File: src/rfpwd_pkg.sv
// Package for the RF pulse width frame decoder.
// Holds payload and configuration types, register indexes, reset values and the house table.
// No dependencies.
package rfpwd_pkg;

	typedef struct packed {
		logic [15:0] low_width_us;
		logic [31:0] now_ms;
	} pulse_t;

	typedef struct packed {
		logic [3:0] house_index;
		logic [4:0] unit_number;
		logic [2:0] command_code;
		logic       is_repeat;
	} frame_t;

	typedef struct packed {
		logic [3:0] house_index;
		logic [4:0] unit_number;
		logic [2:0] command_code;
	} decoded_t;

	typedef struct packed {
		logic [15:0] start_min_us;
		logic [15:0] start_max_us;
		logic [15:0] one_min_us;
		logic [15:0] one_max_us;
		logic [15:0] zero_min_us;
		logic [15:0] zero_max_us;
		logic [15:0] repeat_window_ms;
	} cfg_t;

	localparam int CFG_DATA_W  = 16;
	localparam int CFG_INDEX_W = 3;

	localparam logic [CFG_INDEX_W-1:0] REG_START_MIN  = 3'd0;
	localparam logic [CFG_INDEX_W-1:0] REG_START_MAX  = 3'd1;
	localparam logic [CFG_INDEX_W-1:0] REG_ONE_MIN    = 3'd2;
	localparam logic [CFG_INDEX_W-1:0] REG_ONE_MAX    = 3'd3;
	localparam logic [CFG_INDEX_W-1:0] REG_ZERO_MIN   = 3'd4;
	localparam logic [CFG_INDEX_W-1:0] REG_ZERO_MAX   = 3'd5;
	localparam logic [CFG_INDEX_W-1:0] REG_REPEAT_WIN = 3'd6;

	localparam logic [15:0] RST_START_MIN  = 16'd3500;
	localparam logic [15:0] RST_START_MAX  = 16'd5500;
	localparam logic [15:0] RST_ONE_MIN    = 16'd1200;
	localparam logic [15:0] RST_ONE_MAX    = 16'd2000;
	localparam logic [15:0] RST_ZERO_MIN   = 16'd300;
	localparam logic [15:0] RST_ZERO_MAX   = 16'd900;
	localparam logic [15:0] RST_REPEAT_WIN = 16'd500;

	localparam logic [2:0] CMD_ON  = 3'd2;
	localparam logic [2:0] CMD_OFF = 3'd3;
	localparam logic [2:0] CMD_DIM = 3'd4;
	localparam logic [2:0] CMD_BRT = 3'd5;

	// Reserved bit masks of the first and third bytes.
	localparam logic [7:0] BYTE1_RSV_MASK = 8'hD0;
	localparam logic [7:0] BYTE3_RSV_MASK = 8'hE0;

	// Transmitted house code to house index (0 is A).
	function automatic logic [3:0] house_of_code(input logic [3:0] code);
		logic [3:0] h;
		case (code)
			4'd0:    h = 4'd12;
			4'd1:    h = 4'd4;
			4'd2:    h = 4'd2;
			4'd3:    h = 4'd10;
			4'd4:    h = 4'd14;
			4'd5:    h = 4'd6;
			4'd6:    h = 4'd0;
			4'd7:    h = 4'd8;
			4'd8:    h = 4'd13;
			4'd9:    h = 4'd5;
			4'd10:   h = 4'd3;
			4'd11:   h = 4'd11;
			4'd12:   h = 4'd15;
			4'd13:   h = 4'd7;
			4'd14:   h = 4'd1;
			default: h = 4'd9;
		endcase
		return h;
	endfunction

endpackage

File: src/rfpwd_if.sv
// Valid/ready stream interfaces for pulse requests and decoded frame results.
// Depends on rfpwd_pkg for the payload types.
interface rfpwd_pulse_if import rfpwd_pkg::*; ();
	logic   valid;
	logic   ready;
	pulse_t data;

	modport source (output valid, output data, input ready);
	modport sink (input valid, input data, output ready);
endinterface

interface rfpwd_frame_if import rfpwd_pkg::*; ();
	logic   valid;
	logic   ready;
	frame_t data;

	modport source (output valid, output data, input ready);
	modport sink (input valid, input data, output ready);
endinterface

File: src/rfpwd_cfg.sv
// Configuration register file of the pulse width frame decoder.
// Depends on rfpwd_pkg for cfg_t, register indexes and reset values.
module rfpwd_cfg import rfpwd_pkg::*; (
	input  logic                   clk,
	input  logic                   arst_n,
	input  logic                   cfg_we,
	input  logic [CFG_INDEX_W-1:0] cfg_index,
	input  logic [CFG_DATA_W-1:0]  cfg_data,
	output cfg_t                   cfg
);

	cfg_t cfg_q;

	always_ff @(posedge clk or negedge arst_n) begin
		if (!arst_n) begin
			cfg_q.start_min_us     <= RST_START_MIN;
			cfg_q.start_max_us     <= RST_START_MAX;
			cfg_q.one_min_us       <= RST_ONE_MIN;
			cfg_q.one_max_us       <= RST_ONE_MAX;
			cfg_q.zero_min_us      <= RST_ZERO_MIN;
			cfg_q.zero_max_us      <= RST_ZERO_MAX;
			cfg_q.repeat_window_ms <= RST_REPEAT_WIN;
		end else if (cfg_we) begin
			case (cfg_index)
				REG_START_MIN:  cfg_q.start_min_us     <= cfg_data;
				REG_START_MAX:  cfg_q.start_max_us     <= cfg_data;
				REG_ONE_MIN:    cfg_q.one_min_us       <= cfg_data;
				REG_ONE_MAX:    cfg_q.one_max_us       <= cfg_data;
				REG_ZERO_MIN:   cfg_q.zero_min_us      <= cfg_data;
				REG_ZERO_MAX:   cfg_q.zero_max_us      <= cfg_data;
				REG_REPEAT_WIN: cfg_q.repeat_window_ms <= cfg_data;
				default: ;
			endcase
		end
	end

	assign cfg = cfg_q;

endmodule

File: src/rfpwd_frame_decode.sv
// Field decoder: turns the address byte and the function byte of a frame into
// house index, unit number and command code. Depends on rfpwd_pkg.
module rfpwd_frame_decode import rfpwd_pkg::*; (
	input  logic [7:0] byte1,
	input  logic [7:0] byte3,
	output decoded_t   dec
);

	logic [4:0] unit_raw;

	// Unit bits are scattered over both bytes.
	assign unit_raw = {byte3[7], byte3[6] | byte1[5], byte3[5] | byte3[1], byte3[4], byte3[3]};

	always_comb begin
		dec.house_index = house_of_code(byte1[3:0]);
		if (byte3[0]) begin
			dec.unit_number  = 5'd0;
			dec.command_code = byte3[3] ? CMD_DIM : CMD_BRT;
		end else begin
			dec.unit_number  = unit_raw + 5'd1;
			dec.command_code = byte3[2] ? CMD_OFF : CMD_ON;
		end
	end

endmodule

File: src/rfpwd_core.sv
// Decoder datapath: input register, pulse classification and frame state,
// and the result register. Depends on rfpwd_pkg, rfpwd_if and rfpwd_frame_decode.
module rfpwd_core import rfpwd_pkg::*; (
	input  logic clk,
	input  logic arst_n,
	input  cfg_t cfg,
	rfpwd_pulse_if.sink   pulse,
	rfpwd_frame_if.source frame
);

	logic        valid_s1;
	pulse_t      pulse_s1;
	logic        advance;

	logic        collecting_q, collecting_n;
	logic [4:0]  bit_count_q, bit_count_n;
	logic [31:0] frame_bits_q, frame_bits_n;
	logic [31:0] last_start_q, last_start_n;
	decoded_t    last_q, last_n;

	logic        frame_valid_q;
	frame_t      frame_q;
	logic        res_load;
	logic        res_repeat;

	logic        is_start, is_one, is_zero, in_window;
	logic [31:0] elapsed;
	logic [31:0] bits_set;
	logic [4:0]  cmp_idx;
	decoded_t    dec;

	assign advance     = valid_s1 && (!frame_valid_q || frame.ready);
	assign pulse.ready = !valid_s1 || advance;

	always_ff @(posedge clk or negedge arst_n) begin
		if (!arst_n) begin
			valid_s1 <= 1'b0;
		end else if (pulse.ready) begin
			valid_s1 <= pulse.valid;
		end
	end

	always_ff @(posedge clk) begin
		if (pulse.ready && pulse.valid) begin
			pulse_s1 <= pulse.data;
		end
	end

	assign is_start  = pulse_s1.low_width_us > cfg.start_min_us &&
			pulse_s1.low_width_us < cfg.start_max_us;
	assign is_one    = pulse_s1.low_width_us > cfg.one_min_us &&
			pulse_s1.low_width_us < cfg.one_max_us;
	assign is_zero   = pulse_s1.low_width_us >= cfg.zero_min_us &&
			pulse_s1.low_width_us <= cfg.zero_max_us;
	assign elapsed   = pulse_s1.now_ms - last_start_q;
	assign in_window = pulse_s1.now_ms > last_start_q &&
			elapsed < {16'd0, cfg.repeat_window_ms};

	// Bits of the second and fourth bytes are checked against the bit one byte back.
	assign cmp_idx  = bit_count_q - 5'd8;
	assign bits_set = frame_bits_q | ({31'd0, is_one} << bit_count_q);

	rfpwd_frame_decode u_decode (
		.byte1 (bits_set[7:0]),
		.byte3 (bits_set[23:16]),
		.dec   (dec)
	);

	always_comb begin
		collecting_n = collecting_q;
		bit_count_n  = bit_count_q;
		frame_bits_n = frame_bits_q;
		last_start_n = last_start_q;
		last_n       = last_q;
		res_load     = 1'b0;
		res_repeat   = 1'b0;
		if (!collecting_q) begin
			if (is_start) begin
				last_start_n = pulse_s1.now_ms;
				if (in_window) begin
					res_load   = 1'b1;
					res_repeat = 1'b1;
				end else begin
					collecting_n = 1'b1;
					bit_count_n  = 5'd0;
					frame_bits_n = 32'd0;
				end
			end
		end else if (!is_one && !is_zero) begin
			// A width outside both bit windows aborts and forgets the start time.
			last_start_n = 32'd0;
			collecting_n = 1'b0;
		end else if (bit_count_q[3] && frame_bits_q[cmp_idx] == is_one) begin
			collecting_n = 1'b0;
		end else begin
			frame_bits_n = bits_set;
			bit_count_n  = bit_count_q + 5'd1;
			if (bit_count_q == 5'd7 && |(bits_set[7:0] & BYTE1_RSV_MASK)) begin
				collecting_n = 1'b0;
			end else if (bit_count_q == 5'd23 && |(bits_set[23:16] & BYTE3_RSV_MASK)) begin
				collecting_n = 1'b0;
			end else if (bit_count_q == 5'd31) begin
				collecting_n = 1'b0;
				last_n       = dec;
				res_load     = 1'b1;
			end
		end
	end

	always_ff @(posedge clk or negedge arst_n) begin
		if (!arst_n) begin
			collecting_q <= 1'b0;
			bit_count_q  <= 5'd0;
			frame_bits_q <= 32'd0;
			last_start_q <= 32'd0;
			last_q       <= '0;
		end else if (advance) begin
			collecting_q <= collecting_n;
			bit_count_q  <= bit_count_n;
			frame_bits_q <= frame_bits_n;
			last_start_q <= last_start_n;
			last_q       <= last_n;
		end
	end

	always_ff @(posedge clk or negedge arst_n) begin
		if (!arst_n) begin
			frame_valid_q <= 1'b0;
		end else begin
			frame_valid_q <= (advance && res_load) || (frame_valid_q && !frame.ready);
		end
	end

	always_ff @(posedge clk) begin
		if (advance && res_load) begin
			frame_q <= {last_n.house_index, last_n.unit_number, last_n.command_code, res_repeat};
		end
	end

	assign frame.valid = frame_valid_q;
	assign frame.data  = frame_q;

`ifndef SYNTHESIS
	a_fresh_cmd_valid: assert property (@(posedge clk) disable iff (!arst_n)
		frame_valid_q && !frame_q.is_repeat |->
			(frame_q.command_code == CMD_ON || frame_q.command_code == CMD_OFF ||
			 frame_q.command_code == CMD_DIM || frame_q.command_code == CMD_BRT))
		else $error("fresh frame result carries an undefined command");

	a_unit_matches_cmd: assert property (@(posedge clk) disable iff (!arst_n)
		frame_valid_q && !frame_q.is_repeat |->
			((frame_q.unit_number == 5'd0) ==
			 (frame_q.command_code == CMD_DIM || frame_q.command_code == CMD_BRT)))
		else $error("unit number does not agree with command");

	a_ready_when_empty: assert property (@(posedge clk) disable iff (!arst_n)
		!valid_s1 |-> pulse.ready)
		else $error("input stage empty but request not accepted");

	a_result_held: assert property (@(posedge clk) disable iff (!arst_n)
		frame_valid_q && !frame.ready |=> frame_valid_q && $stable(frame_q))
		else $error("pending result lost or overwritten");
`endif

endmodule

File: src/rf_pulse_width_frame_decoder.sv
// Top level of the RF pulse width frame decoder: configuration registers and decoder core.
// Depends on rfpwd_pkg, rfpwd_if, rfpwd_cfg and rfpwd_core.
//
// Each pulse request carries one measured low pulse width and a millisecond
// timestamp. The block accepts one request per clock cycle; a request is
// registered, classified against the configured windows and, when it
// completes a 32-bit frame or is a start burst inside the repeat window,
// yields one result on the frame channel from a registered output. The input side
// stalls only while a finished result waits at the output register and the
// sink holds ready low. Configuration writes take effect on the cycle after
// the write enable and should be made while no request is in flight.
module rf_pulse_width_frame_decoder import rfpwd_pkg::*; (
	input  logic                   clk,
	input  logic                   arst_n,
	input  logic                   cfg_we,
	input  logic [CFG_INDEX_W-1:0] cfg_index,
	input  logic [CFG_DATA_W-1:0]  cfg_data,
	rfpwd_pulse_if.sink            pulse,
	rfpwd_frame_if.source          frame
);

	cfg_t cfg;

	rfpwd_cfg u_cfg (
		.clk       (clk),
		.arst_n    (arst_n),
		.cfg_we    (cfg_we),
		.cfg_index (cfg_index),
		.cfg_data  (cfg_data),
		.cfg       (cfg)
	);

	rfpwd_core u_core (
		.clk    (clk),
		.arst_n (arst_n),
		.cfg    (cfg),
		.pulse  (pulse),
		.frame  (frame)
	);

endmodule

File: src/flat_wrapper.sv
// flat-port wrapper written by rule: the top's interface ports become plain ports
module rf_pulse_width_frame_decoder_flat import rfpwd_pkg::*;
  (clk, arst_n, cfg_we, cfg_index, cfg_data, pulse_valid, pulse_data, pulse_ready, frame_valid, frame_data, frame_ready);
  rfpwd_pulse_if pulse_i ();
  rfpwd_frame_if frame_i ();
  input  logic clk;
  input  logic arst_n;
  input  logic cfg_we;
  input  logic [CFG_INDEX_W-1:0] cfg_index;
  input  logic [CFG_DATA_W-1:0] cfg_data;
  input wire logic [$bits(pulse_i.valid)-1:0] pulse_valid;
  input wire logic [$bits(pulse_i.data)-1:0] pulse_data;
  output wire logic [$bits(pulse_i.ready)-1:0] pulse_ready;
  output wire logic [$bits(frame_i.valid)-1:0] frame_valid;
  output wire logic [$bits(frame_i.data)-1:0] frame_data;
  input wire logic [$bits(frame_i.ready)-1:0] frame_ready;
  assign pulse_i.valid = pulse_valid;
  assign pulse_i.data = pulse_data;
  assign pulse_ready = pulse_i.ready;
  assign frame_valid = frame_i.valid;
  assign frame_data = frame_i.data;
  assign frame_i.ready = frame_ready;
  rf_pulse_width_frame_decoder u_core (.clk(clk), .arst_n(arst_n), .cfg_we(cfg_we), .cfg_index(cfg_index), .cfg_data(cfg_data), .pulse(pulse_i), .frame(frame_i));
endmodule
File: config.mk
export PLATFORM = sky130hd
export DESIGN_NAME = rf_pulse_width_frame_decoder_flat
export DESIGN_NICKNAME = d
export VERILOG_FILES = /design/src/rfpwd_pkg.sv /design/src/rfpwd_if.sv /design/src/rfpwd_cfg.sv /design/src/rfpwd_frame_decode.sv /design/src/rfpwd_core.sv /design/src/rf_pulse_width_frame_decoder.sv /design/src/flat_wrapper.sv
export SDC_FILE = /design/constraint.sdc
export NUM_CORES = 1
export LEC_CHECK = 0
export BUFFER_PORTS_ARGS = -buffer_cell sky130_fd_sc_hd__buf_2
export CAP_MARGIN = 40
export CORE_MARGIN = 2
export CORE_UTILIZATION = 30
export DETAILED_ROUTE_END_ITERATION = 8
export PLACE_DENSITY = 0.5
export SYNTH_ARGS = -nofsm -noshare
export SYNTH_HDL_FRONTEND = slang
export SYNTH_HIERARCHICAL = 1
export SYNTH_SLANG_ARGS = --single-unit
export TNS_END_PERCENT = 100
File: constraint.sdc
create_clock -name clk -period 4.5 [get_ports clk]
set_input_delay 0.225 -clock clk [delete_from_list [all_inputs] [get_ports clk]]
set_output_delay 0.225 -clock clk [all_outputs]
set_load 0.1 [all_outputs]
==> results.cfg, run 1 <==
[timing]
tightest_slew_ns = 0.7735
setup_viol = 0
period_share = 0.9465
fin_skew_ns = 0.01523
slew_viol_final = 0
grt_setup_unrepaired = no
finalHoldViolations = 0
fin_crit_ns = 4.259
max_freq_mhz = 234.8
slew_headroom = 0.4844

[cts]
h-tree-depth = 1
cts_buffers = 29
clock_sinks = 241
clock_tree.root_cell = clkbuf_16
cts_tree = built
worstSkewPairLatency_ns = 0.56
cts_max_path_buffers = 3
path_clk_slew_ns = 0.06

[synth]
ys_seq_elements = 241
syn-instance-count = 1305
syn_area_um2 = 14400
syn_nets = 1524
yosysWarnings = 6
yosysUniqueCellTypes = 74
synth_edf_count = 61
ys.flop_type = dfrtp_1
async_flop_share = 0.7469
synth.avg_cell_area_um2 = 11.03
ys_seq_area_frac = 0.4435

[finish]
design_area_um2 = 17630
syn_to_final_growth_pct = 22.45
layout.nets = 1701
n_antenna_cell = 0
drive_above_1_share = 0.2844
instances_no_fill = 2120

[drt]
ant_nets = 0
wirelength_um = 35600
drt_iter0_markers = 444
wl_per_cell_um = 16.79
dr_total_vias = 10230
dr.pass1.iters = 4
viasPerCell = 4.826
drc = 0

[critical_path]
cp_cell_sequence = ha_1 -> nand2_1 -> o21a_1 -> o21ai_0 -> a31oi_4 -> xnor2_1 -> ha_1 -> o21ai_2 -> nor2_1 -> nor2_1 -> o2111ai_1 -> and2_1 -> a2111o_1 -> nor4_2 -> nand4_1 -> buf_4 -> o21ai_4 -> buf_4 -> a2bb2oi_1 -> o22ai_1
rrSetupSlack_ns = 0.24
crit_arrival_ns = 4.74
critPathMaxFanout = 12
slowest_delay_ns = 0.40
critical_path_required_ns = 4.98
r2r-start = u_core/u_core/pulse_s1[8]
rr_worst_depth = 20
crit_slowest_cell = edfxtp_1
critPathLaunchType = register
reg2reg_to = u_core/u_core/bit_count_q[2]
crit_path_end_kind = register
critPathKind = reg2reg

[floorplan]
num_rows = 80
start_util = 0.3028
fp.dieW_um = 223.1
die_h_um = 223.1
die-area_um2 = 49760
io_pins = 87
core_um2 = 47550

[global_route]
grt_pass1_vias = 10480
grt_first_pass_wirelength_um = 57770
antenna_found_initial = 1
grt_start_max_net_pins = 57
overflow = 0
grt_usage = 0.1441

[min_path]
holdCritPathClass = in2reg
hp-start = cfg_data[14]
worst_hold_path.endpoint = u_core/u_cfg/cfg[110]
whs_path_depth = 2

[placed_design]
dp.cells = 2003
port_buffers = 86
place_hpwl_um = 25440
placed_cell_area_um2 = 15790
gp_congestion = 0.8478

[outcome]
run_status = finished clean

[pwr]
p_int_w = 0.005702
pwr-share-clk = 0.276
ir_worst_vdd_mv = 0.3100
seqPwrFrac = 0.338
power.leakage_nw = 8.071
p_sw_frac = 0.3439
p_comb_frac = 0.386
powerDensity_nw_per_um2 = 493.0
switchingPower_w = 0.002989

[run]
drv_cap = 0
-- state kept, by name, indices dropped and copies added, names as in the netlist, 5 cells and up --
| name | cells |
|---|---|
| u_core/u_core/pulse_s1 | 48 |
| u_core/u_core/frame_bits_q | 16 |
| u_core/u_core/frame.data | 13 |
| u_core/u_core/bit_count_q | 5 |
| u_core/u_core/last_q | 12 |
| u_core/u_core/last_start_q | 32 |
| u_core/u_cfg/cfg | 112 |
-- power groups by stage --
stage | logic, W | clock network [W] | registers (W)
2_1_floorplan | 0.00225 | 0 | 0.00287
3_3_place_gp | 0.00299 | 0 | 0.00297
3_5_place_dp | 0.00305 | 0 | 0.00298
4_1_cts | 0.00312 | 0.00248 | 0.00294
5_1_grt | 0.00375 | 0.00258 | 0.00300
6_report | 0.00336 | 0.00240 | 0.00294
-- per-layer routing --
metal,global-route usage,vias to the layer above,routed length [um]
met1,0.1972,5011,16940
met5,0,-,13
met3,0.01765,37,1047
met2,0.2432,136,17050
met4,0.03312,2,556
li1,-,5046,-
-- synth_stat cells (11+ instances only) --
library cell	number	share of area
buf_2	19	0.0066
dfstp_2	39	0.071
o21bai_1	13	0.0068
dfrtp_1	141	0.25
edfxtp_1	61	0.13
clkbuf_1	25	0.0065
a21o_1	45	0.023
nand2_1	67	0.017
xor2_1	13	0.0079
o21ai_0	34	0.012
nand3_1	26	0.0090
inv_1	154	0.040
o21ai_1	12	0.0042
xnor2_1	11	0.0067
nor2_1	43	0.011
mux2_2	121	0.095
o21a_1	22	0.011
a22o_1	32	0.019
ha_1	146	0.13
a21oi_1	56	0.019
nand4_1	33	0.014
nand2b_1	15	0.0065
nor2b_1	13	0.0056
-- cells by family after synthesis --
family | synth area share
compound gates | 0.1389
xor+xnor | 0.01460
fa+ha+maj | 0.1283
buf+inv | 0.06058
flops | 0.4435
mux | 0.1189
simple gates | 0.09525
-- what timing repair did --
item                                    CTS  global route
endpoints found under the setup margin   17            35
buffers inserted                          1             8
hold buffers                             53             0
resized for setup                         2            45
cloned                                    0             1
hold endpoints to repair                109             0
pin swaps                                 4            10
-- worst max path at each step --
stage / start / end / slack, ns / depth (start not counted)
after global routing: u_core/u_core/pulse_s1[0] / u_core/u_core/frame.data[6] / 0.03 / 23
after global placement: u_core/u_core/pulse_s1[3] / u_core/u_core/frame.data[12] / -0.16 / 22
after detailed placement: u_core/u_core/pulse_s1[3] / u_core/u_core/frame.data[12] / -0.23 / 21
after floorplan: u_core/u_core/pulse_s1[3] / u_core/u_core/frame.data[0] / 0.08 / 20
final: u_core/u_core/pulse_s1[8] / u_core/u_core/bit_count_q[2] / 0.24 / 20
after CTS: u_core/u_core/pulse_s1[0] / u_core/u_core/frame.data[12] / 0.02 / 23
-- metrics by stage --
step / setup WS (ns) / TNS, ns / hold slack (ns) / utilization / power (W)
final: 0.2409 / 0 / 0.02564 / 0.3708 / 0.008690
after global routing: 0.02536 / 0 / 0.02235 / 0.3708 / 0.009334
after CTS: 0.01820 / 0 / 0.001495 / 0.3644 / 0.008540
after detailed placement: -0.2281 / -2.971 / 0.2116 / 0.3322 / 0.006030
after global placement: -0.1594 / -2.067 / 0.4013 / 0.3316 / 0.005956
after floorplan: 0.08490 / 0 / -0.07059 / - / 0.005118
-- placed cells by master (no fill, tap or decap), types with 22 or more instances in the layout --
| master | n |
|---|---|
| nand4_1 | 33 |
| nor2_1 | 41 |
| dlygate4sd3_1 | 53 |
| nand3_1 | 24 |
| clkbuf_16 | 30 |
| a22o_1 | 32 |
| dfrtp_1 | 141 |
| mux2_2 | 121 |
| edfxtp_1 | 61 |
| nand2_1 | 64 |
| a21oi_1 | 52 |
| o21a_1 | 22 |
| a21o_1 | 45 |
| buf_4 | 60 |
| dfstp_2 | 39 |
| inv_1 | 152 |
| o21ai_0 | 31 |
| buf_2 | 85 |
| ha_1 | 142 |
-- layout make-up --
cell class,instances,area (um2)
fill,4676,29920
inverter,154,578.1
multi-input combinational,854,7421
timing repair buffer,202,1490
sequential,241,6385
clock buffer,38,799.5
clock inverter,16,185.2
tap,615,769.5
-- worst max-delay path, delay by kind of cell, from the launching register on --
kind,cells,cell delay (ns)
AO/OA/AOI/OAI,9,1.67
XOR/XNOR,1,0.22
buffers and inverters,2,0.41
flip-flops,1,0.40
AND/OR/NAND/NOR,6,0.79
adder cells (fa/ha/maj),2,0.69
No activity file was read; power rests on OpenSTA's default activity.
==> run 2, diff against run 1 <==
- RECOVER_POWER: unset -> 50
==> run 2 against run 1 <==
The run now ends with capacitance limit, slew limit left. Fmax is 0.82% lower. Hold slack hardly changed. Final cell count is the same. Critical path type unchanged. Critical endpoint unchanged. Highest routed layer unchanged.
==> results.cfg, run 2 (synthesis results as in run 1) <==
[floorplan]
io_pins = 87
start_util = 0.3028
fp.dieW_um = 223.1
die-area_um2 = 49760
num_rows = 80
core_um2 = 47550
die_h_um = 223.1

[timing]
setup_viol = 0
tightest_slew_ns = 2.946
slew_headroom = -0.9640
whs_ns = 0.02557
finalHoldViolations = 0
fin_skew_ns = 0.01669
slew_viol_final = 49
fin_crit_ns = 4.294
grt_setup_unrepaired = no
max_freq_mhz = 232.9
period_share = 0.9543

[drt]
wirelength_um = 35570
drc = 0
wl_per_cell_um = 16.78
viasPerCell = 4.849
ant_nets = 0
drt_iter0_markers = 416
dr_total_vias = 10280
dr.pass1.iters = 5

[global_route]
overflow = 0
grt_usage = 0.1441
antenna_found_initial = 1
grt_start_max_net_pins = 57
grt_first_pass_wirelength_um = 57770
grt_pass1_vias = 10480

[pwr]
powerDensity_nw_per_um2 = 495.6
ir_worst_vdd_mv = 0.3088
power.leakage_nw = 7.948

[placed_design]
place_hpwl_um = 25440
placed_cell_area_um2 = 15790
gp_congestion = 0.8478
port_buffers = 86

[finish]
syn_to_final_growth_pct = 21.44
layout.nets = 1701
n_antenna_cell = 0
n_fill_cell = 4713
multiInputGateArea_um2 = 7312
largest_reg_flops = 112
design_area_um2 = 17480
final_common_cell = inv_1
drive_above_1_share = 0.2651
regArea_um2 = 6385
mostFrequentLayoutCells = inv_1 (152), ha_1 (142), dfrtp_1 (141), mux2_2 (121), buf_2 (76)

[cts]
path_clk_slew_ns = 0.06
clock_sinks = 241
cts_max_path_buffers = 3
h-tree-depth = 1
worstSkewPairLatency_ns = 0.56
clock_tree.root_cell = clkbuf_16
cts_buffers = 29
cts_tree = built

[critical_path]
crit_path_end_kind = register
critPathMaxFanout = 12
critical_path_required_ns = 4.98
critPathLaunchType = register
crit_arrival_ns = 4.78
rrSetupSlack_ns = 0.21
critPathKind = reg2reg

[run]
drv_cap = 1

[outcome]
violations = capacitance limit, slew limit
run_status = complete, but fails checks

[min_path]
holdCritPathClass = in2reg
-- run 2: changes by cell type in the layout (fill, tap and decap cells not counted), sizes merged --
cell | previous run | this run
buf | 148 | 133
clkbuf | 39 | 54
-- run 2: cell type report --
cell class / instances / share of cell area
clock buffer: 38 / 0.04573
tap: 615 / 0.04401
timing repair buffer: 202 / 0.08316
sequential: 241 / 0.3652
multi-input combinational: 854 / 0.4182
inverter: 154 / 0.03306
clock inverter: 16 / 0.01059
-- run 2: path summary, 6_finish.rpt --
kind,endpoint,from,depth (start not counted)
min in group asynchronous,u_core/u_core/last_start_q[3],arst_n,2
min,u_core/u_cfg/cfg[110],cfg_data[14],2
max in group asynchronous,u_core/u_core/last_q[3],arst_n,3
max,u_core/u_core/bit_count_q[2],u_core/u_core/pulse_s1[8],20
min reg2reg,u_core/u_core/last_q[8],u_core/u_core/last_q[8],1
max reg2reg,u_core/u_core/bit_count_q[2],u_core/u_core/pulse_s1[8],20
-- run 2: per-stage QoR --
stage,setup TNS [ns],utilization,setup slack [ns],total power (W),instances
finish,0,0.3677,0.2057,0.008665,2120
CTS,0,0.3644,0.01820,0.008540,2111
floorplan,0,-,0.08490,0.005118,1305
global placement,-2.067,0.3316,-0.1594,0.005956,2002
global route,0,0.3677,0.02536,0.009312,2120
detailed placement,-2.971,0.3322,-0.2281,0.006030,2003
-- run 2: worst max-delay path, cell delays in order (launching register included) --
cell       delay [ns]
edfxtp_1         0.40
ha_1             0.38
nand2_1          0.06
o21a_1           0.22
o21ai_0          0.35
a31oi_4          0.07
xnor2_1          0.22
ha_1             0.31
o21ai_2          0.08
nor2_1           0.05
nor2_1           0.15
o2111ai_1        0.13
and2_1           0.17
a2111o_1         0.39
nor4_2           0.19
nand4_1          0.19
buf_4            0.19
o21ai_4          0.20
buf_4            0.22
a2bb2oi_1        0.08
o22ai_1          0.15
-- run 2: routing by layer --
metal,share of wire,GRT usage,vias to the layer above
li1,-,-,5046
met1,0.47,0.1972,5040
met2,0.48,0.2432,155
met3,0.031,0.01765,37
met4,0.016,0.03312,2
met5,0.00037,0,-
-- run 2: where the power goes --
group | internal (W) | leakage, nW | switching [W]
registers | 0.00268 | 2.82 | 0.000258
clock network | 0.00143 | 0.474 | 0.000965
logic | 0.00158 | 4.66 | 0.00176
-- run 2: repair_timing --
item	in CTS	in global routing
endpoints found under the hold margin	109	0
hold buffers	53	0
pin swaps	4	10
endpoints found under the setup margin	17	35
setup buffers	1	8
cloned	0	1
gates resized for setup	2	45
==> run 3, diff against run 2 <==
- REMOVE_ABC_BUFFERS: unset -> 1
==> run 3 against run 2 <==
The run still ends with capacitance limit, slew limit left. First-iteration DRC count rose by 25%. Setup slack worse by 0.042 ns. Flip-flop and latch count is the same. Critical path type unchanged. Global-route usage increased by 0.22 points. Sequential power is essentially flat. Routed wire length up 0.87%. Combinational power shrank 2%. Highest routed layer is now met4. Critical endpoint is now u_core/u_core/frame.data[4]. Final cell count rose by 0.28%. Register-to-register slack lost 0.04 ns. Total power increased by 1.8%. Via count is 0.44% lower.
==> results.cfg, run 3 (synthesis results as in run 1) <==
[critical_path]
critical_path_required_ns = 4.78
crit_path_end_kind = register
crit_arrival_ns = 4.61
critPathKind = reg2reg
critPathLaunchType = register
critPathMaxFanout = 8

[finish]
layout.nets = 1706
drive_above_1_share = 0.2713
syn_to_final_growth_pct = 21.94
mostFrequentLayoutCells = inv_1 (152), ha_1 (143), dfrtp_1 (141), mux2_2 (120), buf_2 (74)
regArea_um2 = 6385
final_common_cell = inv_1
design_area_um2 = 17550
fin_util = 0.3692
multiInputGateArea_um2 = 7281
n_fill_cell = 4698
n_antenna_cell = 0
largest_reg_flops = 112

[floorplan]
die-area_um2 = 49760
io_pins = 87
num_rows = 80
start_util = 0.3028
core_um2 = 47550
fp.dieW_um = 223.1
die_h_um = 223.1

[drt]
top_layer = met4
ant_nets = 0
wl_per_cell_um = 16.88
wl_met2_um = 16900
dr.pass1.iters = 6
drt-met1-wl_um = 17070
drt_iter0_markers = 518
wirelength_um = 35880
dr_total_vias = 10240
viasPerCell = 4.814
met3WireLength_um = 1037
drc = 0

[cts]
clock_tree.root_cell = clkbuf_16
cts_buffers = 30
h-tree-depth = 1
cts_tree = built
clock_sinks = 241
worstSkewPairLatency_ns = 0.58
path_clk_slew_ns = 0.06
cts_max_path_buffers = 3

[timing]
fin_crit_ns = 4.337
finalHoldViolations = 0
fin_skew_ns = 0.02333
whs_ns = 0.04401
period_share = 0.9637
max_freq_mhz = 230.6
slew_headroom = -0.4867
grt_setup_unrepaired = yes
setup_viol = 0
tightest_slew_ns = 2.230
slew_viol_final = 84

[outcome]
violations = capacitance limit, slew limit
run_status = complete, but fails checks

[pwr]
switchingPower_w = 0.002970
power_w = 0.008821
pwr-share-clk = 0.299
p_comb_frac = 0.368
power.leakage_nw = 8.019
seqPwrFrac = 0.333
powerDensity_nw_per_um2 = 502.5
p_int_w = 0.005851
ir_worst_vdd_mv = 0.2972
p_sw_frac = 0.3367

[min_path]
holdCritPathClass = in2reg

[placed_design]
place_hpwl_um = 25700
port_buffers = 86
placed_cell_area_um2 = 15800
gp_congestion = 0.8709

[global_route]
grt_start_max_net_pins = 84
antenna_found_initial = 1
grt_first_pass_wirelength_um = 58560
overflow = 0
grt_usage = 0.1462
grt_pass1_vias = 10540

[run]
drv_cap = 1
-- run 3: changes by cell type in the layout (fill, tap and decap cells not counted), sizes merged --
cell / delta
and2: +1
buf: +2
bufinv: +3
clkbuf: -1
clkinv: +2
clkinvlp: -1
dlygate4sd3: +1
inv: -1
-- run 3: path summary, 6_finish.rpt --
check,slack (ns),start,cells past startpoint,end
max,0.16,u_core/u_core/pulse_s1[1],22,u_core/u_core/frame.data[4]
min,0.04,frame_ready,3,u_core/u_core/frame.valid
max reg2reg,0.16,u_core/u_core/pulse_s1[1],22,u_core/u_core/frame.data[4]
min reg2reg,0.49,u_core/u_core/last_q[0],1,u_core/u_core/last_q[0]
max in group asynchronous,2.15,arst_n,3,u_core/u_core/last_start_q[6]
min in group asynchronous,0.85,arst_n,2,u_core/u_cfg/cfg[91]
-- run 3: layer usage --
layer,up-vias,global-route usage
li1,5089,-
met1,4919,0.1968
met2,175,0.2509
met3,52,0.01699
met4,0,0.03529
met5,-,0
-- run 3: area by class of cell --
cell class,count,area share
well taps,615,0.04383
clock buffers,37,0.04718
clock inverters,19,0.01525
multi-input cells,855,0.4148
repair buffers,205,0.08232
inverters,154,0.03293
flip-flops and latches,241,0.3637
-- run 3: metrics by stage --
step	instances	setup WS [ns]	TNS, ns
floorplan	1249	-0.3954	-5.386
global placement	2009	-0.1188	-1.393
detailed placement	2009	-0.2920	-3.709
CTS	2120	0.03888	0
global route	2126	-0.1362	-2.897
finish	2126	0.1633	0
-- run 3: repair_timing --
action                     in CTS  in global routing
gates cloned                    0                  1
hold endpoints to repair      142                  0
buffers inserted                1                  5
setup endpoints to repair      15                 47
hold buffers                   54                  0
gates resized for setup         5                 50
pin swaps                       2                 37
-- run 3: power by group through the flow --
| stage | combinational, W | sequential (W) | clock, W |
|---|---|---|---|
| after floorplan | 0.00218 | 0.00289 | 0 |
| after global placement | 0.00301 | 0.00297 | 0 |
| after detailed placement | 0.00305 | 0.00298 | 0 |
| after CTS | 0.00312 | 0.00294 | 0.00272 |
| after global routing | 0.00366 | 0.00300 | 0.00282 |
| final | 0.00325 | 0.00294 | 0.00264 |
-- run 3: worst max-delay path, cell delays in order, from the launching register on --
cell      delay, ns
edfxtp_1       0.43
ha_4           0.29
nor2b_4        0.16
o21bai_4       0.08
a21oi_2        0.17
nand4_1        0.12
nand2_2        0.09
nand3_2        0.06
o21ai_2        0.12
xor2_1         0.20
ha_1           0.27
a21o_1         0.18
a21o_1         0.16
a21oi_2        0.13
o211ai_1       0.10
a2111o_1       0.40
nor4_2         0.24
nand4_1        0.17
nor3_2         0.14
buf_4          0.16
nor2_4         0.04
nor2_4         0.13
buf_6          0.15
